==> src/design/tsb_pkg.sv <==
package tsb_pkg;

  // Field widths of the command and result channels
  localparam int unsigned CMD_W    = 2;
  localparam int unsigned ADDR_W   = 12;
  localparam int unsigned DATA_W   = 16;
  localparam int unsigned PX_W     = 9;
  localparam int unsigned LINE_W   = 8;
  localparam int unsigned CFG_IDX_W = 2;

  // Register widths
  localparam int unsigned BG_W  = 16;
  localparam int unsigned SCR_W = 15;
  localparam int unsigned MW_W  = 13;
  localparam logic [MW_W-1:0] MAP_WIDTH_RESET = MW_W'(20);

  // Tile geometry
  localparam int unsigned TILE_SIDE  = 16;
  localparam int unsigned FINE_W     = $clog2(TILE_SIDE);
  localparam int unsigned CODE_W     = 4;
  localparam int unsigned NUM_CODES  = 1 << CODE_W;
  localparam int unsigned TILE_DEPTH = 4096;
  localparam int unsigned TILE_AW    = $clog2(TILE_DEPTH);
  localparam int unsigned TRANSP_BIT = 15;

  // Map pixel coordinates: scroll plus screen position
  localparam int unsigned COORD_W = SCR_W + 1;
  localparam int unsigned TCOORD_W = COORD_W - FINE_W;
  localparam int unsigned ROW_W    = TCOORD_W + MW_W;

  // Map store; depth must be a power of two so the index wrap is a truncation
  localparam int unsigned MAP_DEPTH = 4096;
  localparam int unsigned MAP_AW    = $clog2(MAP_DEPTH);

  // Queue between front and back
  localparam int unsigned QDEPTH = 2;
  localparam int unsigned QAW    = $clog2(QDEPTH);
  localparam int unsigned QCNT_W = $clog2(QDEPTH + 1);

  typedef enum logic [CMD_W-1:0] {
    CMD_MAP_WR  = 2'd0,
    CMD_XLT_WR  = 2'd1,
    CMD_TILE_WR = 2'd2,
    CMD_RENDER  = 2'd3
  } tsb_cmd_e;

  typedef enum logic [CFG_IDX_W-1:0] {
    CFG_BACKDROP  = 2'd0,
    CFG_SCROLL_X  = 2'd1,
    CFG_SCROLL_Y  = 2'd2,
    CFG_MAP_WIDTH = 2'd3
  } tsb_cfg_idx_e;

  typedef struct packed {
    logic [BG_W-1:0]  backdrop;
    logic [SCR_W-1:0] scroll_x;
    logic [SCR_W-1:0] scroll_y;
    logic [MW_W-1:0]  map_width;
  } tsb_cfg_t;

  typedef struct packed {
    tsb_cmd_e           cmd;
    logic [ADDR_W-1:0]  addr;
    logic [DATA_W-1:0]  data;
    logic [COORD_W-1:0] mx;
    logic [COORD_W-1:0] my;
  } tsb_item_t;

  typedef struct packed {
    logic pop;
    logic clearing;
  } tsb_deq_t;

endpackage

==> src/design/tsb_if.sv <==
interface tsb_in_if;
  logic                        valid;
  logic                        ready;
  tsb_pkg::tsb_cmd_e           cmd;
  logic [tsb_pkg::ADDR_W-1:0]  addr;
  logic [tsb_pkg::DATA_W-1:0]  data;
  logic [tsb_pkg::PX_W-1:0]    pixel_x;
  logic [tsb_pkg::LINE_W-1:0]  line;

  modport source (output valid, cmd, addr, data, pixel_x, line, input ready);
  modport sink   (input valid, cmd, addr, data, pixel_x, line, output ready);
endinterface


==> src/design/tsb_front.sv <==
module tsb_front (
  input  logic               clk_i,
  input  logic               rst_ni,
  tsb_in_if.sink             in_i,
  input  tsb_pkg::tsb_cfg_t  cfg_i,
  input  tsb_pkg::tsb_deq_t  deq_i,
  output logic               item_valid_o,
  output tsb_pkg::tsb_item_t item_o
);
  import tsb_pkg::*;

  tsb_item_t         q_mem_q [QDEPTH];
  logic [QAW-1:0]    wr_ptr_q, wr_ptr_d;
  logic [QAW-1:0]    rd_ptr_q, rd_ptr_d;
  logic [QCNT_W-1:0] cnt_q, cnt_d;
  logic              push;
  tsb_item_t         push_item;

  // Hold off while the map clear runs or the queue is full
  assign in_i.ready = (cnt_q != QCNT_W'(QDEPTH)) && !deq_i.clearing;
  assign push       = in_i.valid && in_i.ready;

  // Add the scroll offsets on entry to get map pixel coordinates
  always_comb begin
    push_item.cmd  = in_i.cmd;
    push_item.addr = in_i.addr;
    push_item.data = in_i.data;
    push_item.mx   = COORD_W'(cfg_i.scroll_x) + COORD_W'(in_i.pixel_x);
    push_item.my   = COORD_W'(cfg_i.scroll_y) + COORD_W'(in_i.line);
  end

  always_comb begin
    wr_ptr_d = push      ? QAW'(wr_ptr_q + 1'b1) : wr_ptr_q;
    rd_ptr_d = deq_i.pop ? QAW'(rd_ptr_q + 1'b1) : rd_ptr_q;
    unique case ({push, deq_i.pop})
      2'b10:   cnt_d = QCNT_W'(cnt_q + 1'b1);
      2'b01:   cnt_d = QCNT_W'(cnt_q - 1'b1);
      default: cnt_d = cnt_q;
    endcase
  end

  always_ff @(posedge clk_i or negedge rst_ni) begin
    if (!rst_ni) begin
      wr_ptr_q <= '0;
      rd_ptr_q <= '0;
      cnt_q    <= '0;
    end else begin
      wr_ptr_q <= wr_ptr_d;
      rd_ptr_q <= rd_ptr_d;
      cnt_q    <= cnt_d;
    end
  end

  always_ff @(posedge clk_i) begin
    if (push) begin
      q_mem_q[wr_ptr_q] <= push_item;
    end
  end

  assign item_valid_o = (cnt_q != '0);
  assign item_o       = q_mem_q[rd_ptr_q];

endmodule

==> src/flat_wrapper.sv <==
// flat-port wrapper written by rule: the top's interface ports become plain ports
module tsb_front_flat import tsb_pkg::*;
  (clk_i, rst_ni, cfg_i, deq_i, item_valid_o, item_o, in_i_valid, in_i_cmd, in_i_addr, in_i_data, in_i_pixel_x, in_i_line, in_i_ready);
  tsb_in_if in_i_i ();
  input  logic clk_i;
  input  logic rst_ni;
  input  tsb_pkg::tsb_cfg_t cfg_i;
  input  tsb_pkg::tsb_deq_t deq_i;
  output logic item_valid_o;
  output tsb_pkg::tsb_item_t item_o;
  input wire logic [$bits(in_i_i.valid)-1:0] in_i_valid;
  input wire logic [$bits(in_i_i.cmd)-1:0] in_i_cmd;
  input wire logic [$bits(in_i_i.addr)-1:0] in_i_addr;
  input wire logic [$bits(in_i_i.data)-1:0] in_i_data;
  input wire logic [$bits(in_i_i.pixel_x)-1:0] in_i_pixel_x;
  input wire logic [$bits(in_i_i.line)-1:0] in_i_line;
  output wire logic [$bits(in_i_i.ready)-1:0] in_i_ready;
  assign in_i_i.valid = in_i_valid;
  assign in_i_i.cmd = in_i_cmd;
  assign in_i_i.addr = in_i_addr;
  assign in_i_i.data = in_i_data;
  assign in_i_i.pixel_x = in_i_pixel_x;
  assign in_i_i.line = in_i_line;
  assign in_i_ready = in_i_i.ready;
  tsb_front u_core (.clk_i(clk_i), .rst_ni(rst_ni), .in_i(in_i_i), .cfg_i(cfg_i), .deq_i(deq_i), .item_valid_o(item_valid_o), .item_o(item_o));
endmodule
==> config.mk <==
export PLATFORM = sky130hd
export DESIGN_NAME = tsb_front_flat
export DESIGN_NICKNAME = d
export VERILOG_FILES = /design/src/design/tsb_pkg.sv /design/src/design/tsb_if.sv /design/src/design/tsb_front.sv /design/src/flat_wrapper.sv
export SDC_FILE = /design/constraint.sdc
export NUM_CORES = 1
export LEC_CHECK = 0
export BUFFER_PORTS_ARGS = -buffer_cell sky130_fd_sc_hd__buf_2
export CELL_PAD_IN_SITES_DETAIL_PLACEMENT = 1
export CELL_PAD_IN_SITES_GLOBAL_PLACEMENT = 1
export CORE_ASPECT_RATIO = 0.9
export CORE_MARGIN = 2
export CORE_UTILIZATION = 45
export CTS_CLUSTER_SIZE = 10
export DETAILED_ROUTE_END_ITERATION = 8
export HOLD_SLACK_MARGIN = 0.06
export PLACE_DENSITY_LB_ADDON = 0.1
export SYNTH_ARGS = -nofsm -noshare
export SYNTH_HDL_FRONTEND = slang
export SYNTH_SLANG_ARGS = --single-unit
==> constraint.sdc <==
create_clock -name clk_i -period 5.6 [get_ports clk_i]
set_input_delay 0.56 -clock clk_i [delete_from_list [all_inputs] [get_ports clk_i]]
set_output_delay 0.56 -clock clk_i [all_outputs]
set_load 0.01 [all_outputs]
==> results of run 1 <==
## layer usage
| metal | wire length (um) | vias up | part of all wire |
|---|---|---|---|
| met2 | 6102 | 95 | 0.51 |
| met1 | 4977 | 1667 | 0.42 |
| met3 | 689 | 4 | 0.058 |
| met5 | 0 | - | 0 |
| li1 | - | 1620 | - |
| met4 | 85 | 0 | 0.0072 |
## state kept, by name (all words and copies together) (netlist names)
register	count
u_core.wr_ptr_q	1
u_core.cnt_q	2
u_core.q_mem_q	124
u_core.rd_ptr_q	1
## final cells by class
| class | instances | area [um2] | share of cell area |
|---|---|---|---|
| sequential | 128 | 3825 | 0.5416 |
| multi-input combinational | 194 | 1735 | 0.2457 |
| timing repair buffer | 149 | 758.2 | 0.1074 |
| clock buffer | 19 | 432.9 | 0.06130 |
| tap | 160 | 200.2 | 0.02835 |
| clock inverter | 11 | 98.84 | 0.01400 |
| inverter | 3 | 11.26 | 0.001595 |
## synth_stat cells, drive strengths merged (2+ instances only)
| master | number | area (um2) |
|---|---|---|
| nor2 | 11 | 41.29 |
| o21ai | 4 | 20.02 |
| fa | 2 | 40.04 |
| a211oi | 6 | 45.04 |
| a21o | 6 | 45.04 |
| nand2 | 7 | 26.28 |
| dfrtp | 4 | 100.1 |
| o21a | 3 | 22.52 |
| buf | 6 | 30.03 |
| edfxtp | 124 | 3724 |
| mux2 | 62 | 698.2 |
| inv | 3 | 11.26 |
| xor2 | 12 | 105.1 |
| nand3 | 13 | 65.06 |
| and4 | 2 | 17.52 |
| xnor2 | 17 | 148.9 |
| and3 | 7 | 43.79 |
| a21oi | 9 | 45.04 |
| ha | 18 | 225.2 |
## report_power, final
group          total (uW)  internal (uW)  switching [uW]
combinational         804            385             419
clock                 993            637             356
sequential           1290           1210            79.7
total                3090           2240             855
## metrics by stage
stage	cell area, um2	cells	power [uW]
after global placement	6520	633	2100
after floorplan	5595	332	1816
final	7062	664	3090
after global routing	7062	664	3246
after detailed placement	6520	633	2127
after CTS	7062	664	3136
## cell families after synthesis
kind of cell,after synthesis,synth area share
and+or+nand+nor,48,0.04540
AOI/OAI and AO/OA,35,0.04562
DFF,128,0.6834
muxes,62,0.1248
xor gates and xnor gates,29,0.04539
adders and majority gates,20,0.04741
buffers and inverters,10,0.008050
## path summary, 6_finish.rpt
| path | startpoint | end | slack [ns] | cells past startpoint |
|---|---|---|---|---|
| setup / recovery | u_core.rd_ptr_q$_DFFE_PN0P_ | item_o[58] | 2.69 | 3 |
| hold / removal | in_i_addr[8] | u_core.q_mem_q[1][56]$_DFFE_PP_ | 0.34 | 1 |
| setup reg to reg | u_core.cnt_q[0]$_DFFE_PN0P_ | u_core.q_mem_q[0][9]$_DFFE_PP_ | 2.90 | 5 |
| hold reg to reg | u_core.cnt_q[1]$_DFFE_PN0P_ | u_core.cnt_q[1]$_DFFE_PN0P_ | 0.54 | 1 |
| max in group asynchronous | rst_ni | u_core.rd_ptr_q$_DFFE_PN0P_ | 4.95 | 2 |
| min in group asynchronous | rst_ni | u_core.cnt_q[0]$_DFFE_PN0P_ | 0.51 | 2 |
## what timing repair did
action | CTS | global route
endpoints found under the hold margin | 4 | 0
hold buffers | 1 | 0
gates resized for setup | 0 | 0
## critical path: cells and delay by family (launching register included)
family,cells,cell delay [ns]
multiplexers,1,0.41
flip-flops,1,0.79
buffers and inverters,2,0.71
==> out/metrics.cfg, run 1 <==
[critical_path]
crit_slowest_cell=dfrtp_2
critPathKind=flop to primary output
max_stage_delay_ns=0.79
critPathCaptureType=primary output
worstPathRequired_ns=5.04
crit_arrival_ns=2.35
cp_max_fo=37
crit_chain=buf_4 -> mux2_2 -> buf_2
start_kind=flop

[cells_and_area]
mostFrequentLayoutCells=buf_2, edfxtp_1, mux2_2
area_growth_pct=26.21
final_util=0.5847
nFillCells=1196
mostFrequentLayoutCell=buf_2
fin_nets=624
drive_gt1_frac=0.4762
n_antenna_cell=0

[synth]
yosys_warnings=0
synth_cell_types=36
dominantRegCellSynth=edfxtp_1
async_reset_ff_frac=0.03125
syn_inst=332
syn_area_mm2=0.005595
synth_fp_nets=463
synth_seq_cells=128
ys_seq_area_frac=0.6834
synth_edf_count=124
syn_avg_cell_area_um2=16.85

[grt]
gr-usage-met3=0.05809
grt-ovfl-total=0
grt_pass1_vias=3668
grt_usage=0.1875
grt_max_degree=39
top_usage_layer=met2
grtUsageMet2=0.3299
grtUsageMet1=0.2151
grt_pass1_wl_um=18510
antenna_found_initial=0

[drt]
drtIter0Drc=205
wire_per_inst_um=17.86
vias=3386
routed_via_density=5.099
drtPass1Iterations=4
drc=0
ant_nets=0
wirelength_um=11860

[sta]
tightest_slew_ns=1.134
finalHoldViolCount=0
finalCritPeriodShare=0.5204
max_clock_freq_mhz=343.1
fin_worst_skew_ns=0.007390
holdWs_ns=0.3446
rsz0062_at_grt=false
tns_ns=0
slew_viol_final=0
setup_viol=0
max_slew_margin=0.2424
min_period_ns=2.914
worst_slack_ns=2.686

[floorplan]
fp.dieW_um=121.5
fp.dieArea_mm2=0.01334
start_util=0.4633
die_h_um=109.8
pin_count=175
rows=38
core_area_mm2=0.01208

[place]
gp_congestion=0.8446
io_buffers=145
dpl.hpwl_um=8298
dpl_worst_slack_ns=2.787

[clock_tree]
clock_latency_ns=0.41
cts_num_sinks=128
clock_path_buffers=2
cts_inserted_buffers=17
post_cts_buffers=0
cts_root_buf=clkbuf_16
h-tree-depth=4
clkTransAtPathRegs_ns=0.05
cts_tree=done

[power_and_ir_drop]
ir_worst_vdd_v=0.0002125
powerDensity_mw_per_mm2=437.6
power.static_leakage_uw=0.002762

[run]
max_cap_viol_count=0

[run_status]
status=finished, final reports clean

[hold_path]
hp-class=primary input to flop

(Power assumes the default switching activity.)
==> inputs of run 2 (changes only) <==
--- a/config.mk
+++ b/config.mk
@@ -10,7 +10,7 @@
 export CELL_PAD_IN_SITES_GLOBAL_PLACEMENT = 1
 export CORE_ASPECT_RATIO = 0.9
 export CORE_MARGIN = 2
-export CORE_UTILIZATION = 45
+export CORE_UTILIZATION = 42
 export CTS_CLUSTER_SIZE = 10
 export DETAILED_ROUTE_END_ITERATION = 8
 export HOLD_SLACK_MARGIN = 0.06
==> constraint.sdc (replaced) <==
create_clock -name clk_i -period 3 [get_ports clk_i]
set_input_delay 0.3 -clock clk_i [delete_from_list [all_inputs] [get_ports clk_i]]
set_output_delay 0.3 -clock clk_i [all_outputs]
set_load 0.01 [all_outputs]
==> out/metrics.cfg, run 2 (synthesized netlist as in run 1, its figures left out) <==
[grt]
grt_usage=0.1754
antenna_found_initial=0
grt-ovfl-total=0
grtUsageMet2=0.2991
grtUsageMet1=0.2072
gr-usage-met3=0.05863
top_usage_layer=met2
grt_pass1_vias=3710
grt_max_degree=42
grt_pass1_wl_um=19060

[cells_and_area]
area_growth_pct=29.38
nFillCells=1277
drive_gt1_frac=0.4836
n_antenna_cell=0
regMostFlops=u_core.q_mem_q
regArea_mm2=0.003825
mostFrequentLayoutCell=buf_2
reg_top3=u_core.q_mem_q (124), u_core.cnt_q (2)
mostFrequentLayoutCells=buf_2, edfxtp_1, mux2_2
fin_nets=637
multiInputGateArea_mm2=0.001735
largest_register_ffs=124

[sta]
max_slew_margin=0.5793
min_period_ns=2.305
finalHoldViolCount=0
fin_worst_skew_ns=0.01247
tightest_slew_ns=0.6310
max_clock_freq_mhz=433.9
slew_viol_final=0
setup_viol=0
holdWs_ns=0.08172
rsz0062_at_grt=false
tns_ns=0
finalCritPeriodShare=0.7682

[critical_path]
worstPathRequired_ns=2.70
timing.rr.start=u_core.cnt_q[0]$_DFFE_PN0P_
r2r_setup_slack_ns=1.15
crit_chain=buf_12 -> mux2_2 -> buf_2
critPathCaptureType=primary output
start_kind=flop
crit_arrival_ns=2.00
critPathKind=flop to primary output
crit_buf_inv=2
crit_slowest_cell=dfrtp_2
timing.rr.end=u_core.q_mem_q[0][48]$_DFFE_PP_
cp_max_fo=31
r2r_cells=5
max_stage_delay_ns=0.77
path_delay_family=flip-flops

[clock_tree]
h-tree-depth=4
cts_root_buf=clkbuf_16
clkTransAtPathRegs_ns=0.06
cts_inserted_buffers=17
cts_tree=done
clock_latency_ns=0.42
clock_path_buffers=2
cts_resized=0
cts_num_sinks=128

[floorplan]
core_area_mm2=0.01283
fp.dieArea_mm2=0.01426
start_util=0.4360
fp.dieW_um=125.7
pin_count=175
die_h_um=113.5
rows=39

[place]
gp_congestion=0.7686
dpl.hpwl_um=8340
io_buffers=145

[power_and_ir_drop]
power.static_leakage_uw=0.002836
ir_worst_vdd_v=0.0003975
powerDensity_mw_per_mm2=811.2

[drt]
ant_nets=0
vias=3459
drc=0
wire_per_inst_um=17.81
wirelength_um=12170
drtIter0Drc=142
routed_via_density=5.064
drtPass1Iterations=4

[hold_path]
worstHoldEndpoint=u_core.q_mem_q[1][32]$_DFFE_PP_
whs_path_depth=1
hp-class=primary input to flop
worstHoldStart=in_i_data[0]

[run_status]
status=finished, final reports clean

[run]
max_cap_viol_count=0

==> run 2: changes by cell type in the layout (fill, tap and decap cells not counted), moves of 2 or more <==
cell           change
clkinvlp_4         +2
buf_12             +2
clkinv_4           +4
dlygate4sd3_1     +10
clkinv_1           -5
==> run 2: metal layers <==
| metal | up-vias | routed length [um] |
|---|---|---|
| li1 | 1656 | - |
| met1 | 1693 | 5147 |
| met2 | 102 | 6082 |
| met3 | 8 | 806 |
| met4 | 0 | 127 |
| met5 | - | 0 |
==> run 2: power breakdown <==
| group | leakage (uW) | internal [uW] | total [uW] | switching [uW] |
|---|---|---|---|---|
| Combinational | 0.00138 | 766 | 1560 | 793 |
| Clock | 0.000273 | 1160 | 1910 | 753 |
| Sequential | 0.00118 | 2260 | 2400 | 141 |
==> run 2: worst max path at each step <==
| stage | depth (start not counted) | from | end | slack (ns) |
|---|---|---|---|---|
| after floorplan | 4 | u_core.cnt_q[0]$_DFFE_PN0P_ | u_core.q_mem_q[0][0]$_DFFE_PP_ | 0.08 |
| after global placement | 8 | in_i_pixel_x[0] | u_core.q_mem_q[0][24]$_DFFE_PP_ | 0.79 |
| after detailed placement | 8 | in_i_line[0] | u_core.q_mem_q[0][14]$_DFFE_PP_ | 0.78 |
| after CTS | 3 | u_core.rd_ptr_q$_DFFE_PN0P_ | item_o[25] | 0.63 |
| after global routing | 3 | u_core.rd_ptr_q$_DFFE_PN0P_ | item_o[31] | 0.59 |
| final | 3 | u_core.rd_ptr_q$_DFFE_PN0P_ | item_o[38] | 0.70 |
==> run 2: per-stage QoR <==
step / utilization / std cells / area (um2) / setup WS, ns / power, uW
6_report: 0.5641 / 683 / 7239 / 0.6955 / 5873
5_1_grt: 0.5641 / 683 / 7239 / 0.5866 / 6145
4_1_cts: 0.5633 / 682 / 7229 / 0.6272 / 5953
3_5_place_dp: 0.5121 / 640 / 6573 / 0.7768 / 4015
3_3_place_gp: 0.5121 / 640 / 6573 / 0.7871 / 3963
2_1_floorplan: - / 332 / 5598 / 0.07665 / 3388
==> run 2: repair_timing <==
action                    4_1_cts  5_1_grt
hold endpoints to repair       20        2
hold buffers                   10        1
buffers inserted                0        0
==> run 2: cell type report <==
type,count,area share
clock inverter,13,0.01573
tap,164,0.02834
inverter,3,0.001555
timing repair buffer,162,0.1251
sequential,128,0.5283
multi-input combinational,194,0.2397
clock buffer,19,0.06118
==> inputs of run 3 (changes only) <==
--- a/config.mk
+++ b/config.mk
@@ -5,12 +5,13 @@
 export SDC_FILE = /design/constraint.sdc
 export NUM_CORES = 1
 export LEC_CHECK = 0
+export ABC_AREA = 1
 export BUFFER_PORTS_ARGS = -buffer_cell sky130_fd_sc_hd__buf_2
 export CELL_PAD_IN_SITES_DETAIL_PLACEMENT = 1
 export CELL_PAD_IN_SITES_GLOBAL_PLACEMENT = 1
 export CORE_ASPECT_RATIO = 0.9
 export CORE_MARGIN = 2
-export CORE_UTILIZATION = 42
+export CORE_UTILIZATION = 41
 export CTS_CLUSTER_SIZE = 10
 export DETAILED_ROUTE_END_ITERATION = 8
 export HOLD_SLACK_MARGIN = 0.06
==> constraint.sdc (replaced) <==
create_clock -name clk_i -period 2.3 [get_ports clk_i]
set_input_delay 0.23 -clock clk_i [delete_from_list [all_inputs] [get_ports clk_i]]
set_output_delay 0.23 -clock clk_i [all_outputs]
set_load 0.01 [all_outputs]
==> out/metrics.cfg, run 3 <==
[synth]
synth_edf_count=124
yosys_warnings=0
dominantRegCellSynth=edfxtp_1
synth_seq_cells=128
syn_area_mm2=0.005992
ys_seq_area_frac=0.6381
synthTopCellsByCount=edfxtp_1, nand2_1, mux2_2
synth.most_common_cell=edfxtp_1
synth_area_leaders=edfxtp_1, mux2_2, nand2_1
async_reset_ff_frac=0.03125
synth_fp_nets=607
synth_cell_types=23
syn_avg_cell_area_um2=12.59
syn_inst=476
yosys.area.top_type_share=0.6214
yosysTopAreaCell=edfxtp_1

[power_and_ir_drop]
intPower_uw=5448
pwr-share-seq=0.393
clkPwrFrac=0.317
p_sw_uw=2308
power.total_uw=7756
powerDensity_mw_per_mm2=984.1
switching_share=0.2976
power_frac_comb=0.290
power.static_leakage_uw=0.003347
ir_worst_vdd_v=0.0005781

[floorplan]
fp.dieW_um=131.4
fp.dieArea_mm2=0.01560
pin_count=175
start_util=0.4232
die_h_um=118.7
rows=41
core_area_mm2=0.01416

[clock_tree]
clkTransAtPathRegs_ns=0.06
clock_latency_ns=0.40
ctsHoldBuffers=32
cts_num_sinks=128
cts_tree=done
cts_inserted_buffers=17
clock_path_buffers=2
cts_resized=0
cts_root_buf=clkbuf_16
h-tree-depth=4
post_cts_buffers=0

[place]
io_buffers=145
dpl.hpwl_um=9750
gp_congestion=0.8035

[sta]
setup_viol=0
rsz0062_at_grt=false
max_slew_margin=0.7210
min_period_ns=1.936
finalCritPeriodShare=0.8419
finalHoldViolCount=0
max_clock_freq_mhz=516.4
slew_viol_final=0
tightest_slew_ns=0.4186
fin_worst_skew_ns=0.007834

[grt]
grt_pass1_wl_um=23910
grt_pass1_vias=4620
grt-ovfl-total=0
grt_usage=0.1958
grt_max_degree=48
antenna_found_initial=0

[drt]
wirelength_um=14450
drtIter0Drc=147
vias=4214
drc=0
routed_via_density=4.811
wire_per_inst_um=16.49
drtPass1Iterations=4
ant_nets=0

[run_status]
status=finished, final reports clean

[cells_and_area]
final_util=0.5566
fin_nets=802
drive_gt1_frac=0.3602
n_antenna_cell=0
reg_top3=u_core.q_mem_q (124), u_core.cnt_q (2)
regMostFlops=u_core.q_mem_q
mostFrequentLayoutCells=buf_2, edfxtp_1, nand2_1
mostFrequentLayoutCell=buf_2
area_growth_pct=31.53
largest_register_ffs=124

[run]
max_cap_viol_count=0

[critical_path]
crit_chain=inv_1 -> a21oi_1 -> nand2_1 -> nor2_4 -> buf_4
critPathKind=flop to flop
start_kind=flop
crit_slowest_cell=dfrtp_1
r2r_cells=5
cp_max_fo=29
critPathCaptureType=flop
max_stage_delay_ns=0.40
worstPathRequired_ns=2.35
crit_arrival_ns=1.99

[hold_path]
whs_path_depth=2
hp-class=primary input to flop

run 3: cell types whose count changed in the layout (fill, tap and decap cells not counted), moves of 4 or more:
| cell | previous run | this run |
|---|---|---|
| dlygate4sd3_1 | 11 | 32 |
| inv_1 | 3 | 48 |
| xnor2_1 | 17 | 3 |
| nor2_1 | 10 | 21 |
| clkinv_2 | 5 | 1 |
| nand2_1 | 7 | 108 |
| a211oi_1 | 6 | 0 |
| and2_1 | 0 | 5 |
| and3_1 | 6 | 0 |
| nand4_1 | 1 | 5 |
| nand3_1 | 13 | 30 |
| clkinv_1 | 0 | 4 |
run 3: stage by stage:
step | hold WS [ns] | instance area, um2 | setup WS (ns) | cells | setup TNS (ns)
floorplan | -0.06559 | 5997 | -0.6332 | 476 | -78.51
global placement | 0.04276 | 7018 | 0.4279 | 813 | 0
detailed placement | 0.04635 | 7018 | 0.3648 | 813 | 0
CTS | 0.1222 | 7881 | 0.4342 | 876 | 0
global route | 0.1308 | 7881 | 0.2102 | 876 | 0
finish | 0.1457 | 7881 | 0.3637 | 876 | 0
run 3: cell type report:
class | count | area, um2
Clock inverter | 14 | 117.6
Timing Repair Buffer | 183 | 1129
Fill cell | 1559 | 6277
Multi-Input combinational cell | 293 | 1963
Inverter | 48 | 180.2
Tap cell | 193 | 241.5
Sequential cell | 128 | 3825
Clock buffer | 17 | 425.4
run 3: path summary, 6_finish.rpt:
path | end | slack [ns] | start
hold reg to reg | u_core.cnt_q[0]$_DFFE_PN0P_ | 0.54 | u_core.cnt_q[0]$_DFFE_PN0P_
setup / recovery | u_core.q_mem_q[1][15]$_DFFE_PP_ | 0.36 | u_core.cnt_q[0]$_DFFE_PN0P_
hold / removal | u_core.q_mem_q[0][16]$_DFFE_PP_ | 0.15 | cfg_i[28]
min in group asynchronous | u_core.cnt_q[0]$_DFFE_PN0P_ | 0.19 | rst_ni
max in group asynchronous | u_core.rd_ptr_q$_DFFE_PN0P_ | 1.96 | rst_ni
setup reg to reg | u_core.q_mem_q[1][15]$_DFFE_PP_ | 0.36 | u_core.cnt_q[0]$_DFFE_PN0P_
run 3: kinds of logic (layout without fill, tap and decap cells):
kind of cell	after synthesis	count (layout)	share of synthesized area
AND/OR/NAND/NOR	178	178	0.1245
flip-flops	128	128	0.6381
multiplexers	62	62	0.1165
buffers and inverters	55	262	0.03675
adder cells (fa/ha/maj)	20	20	0.04427
XOR/XNOR	17	17	0.02485
AO/OA/AOI/OAI	16	16	0.01503
run 3: power by group through the flow:
stage | Combinational [uW] | Sequential (uW) | Clock (uW)
5_1_grt | 2460 | 3080 | 2610
3_5_place_dp | 2220 | 3090 | 0
4_1_cts | 2280 | 3040 | 2510
3_3_place_gp | 2180 | 3060 | 0
2_1_floorplan | 1390 | 3060 | 0
6_report | 2250 | 3050 | 2460
run 3: metal layers:
layer / part of all wire / vias up / track usage
met2: 0.50 / 105 / 0.3367
li1: - / 2056 / -
met4: 0.0073 / 0 / 0.04484
met5: 0 / - / 0
met3: 0.053 / 8 / 0.06092
met1: 0.44 / 2045 / 0.2424
run 3: critical path: cells and delay by family, from the launching register on:
kind	cells	cell delay (ns)
buffers and inverters	2	0.49
and+or+nand+nor	2	0.44
DFF	1	0.40
AOI/OAI and AO/OA	1	0.24
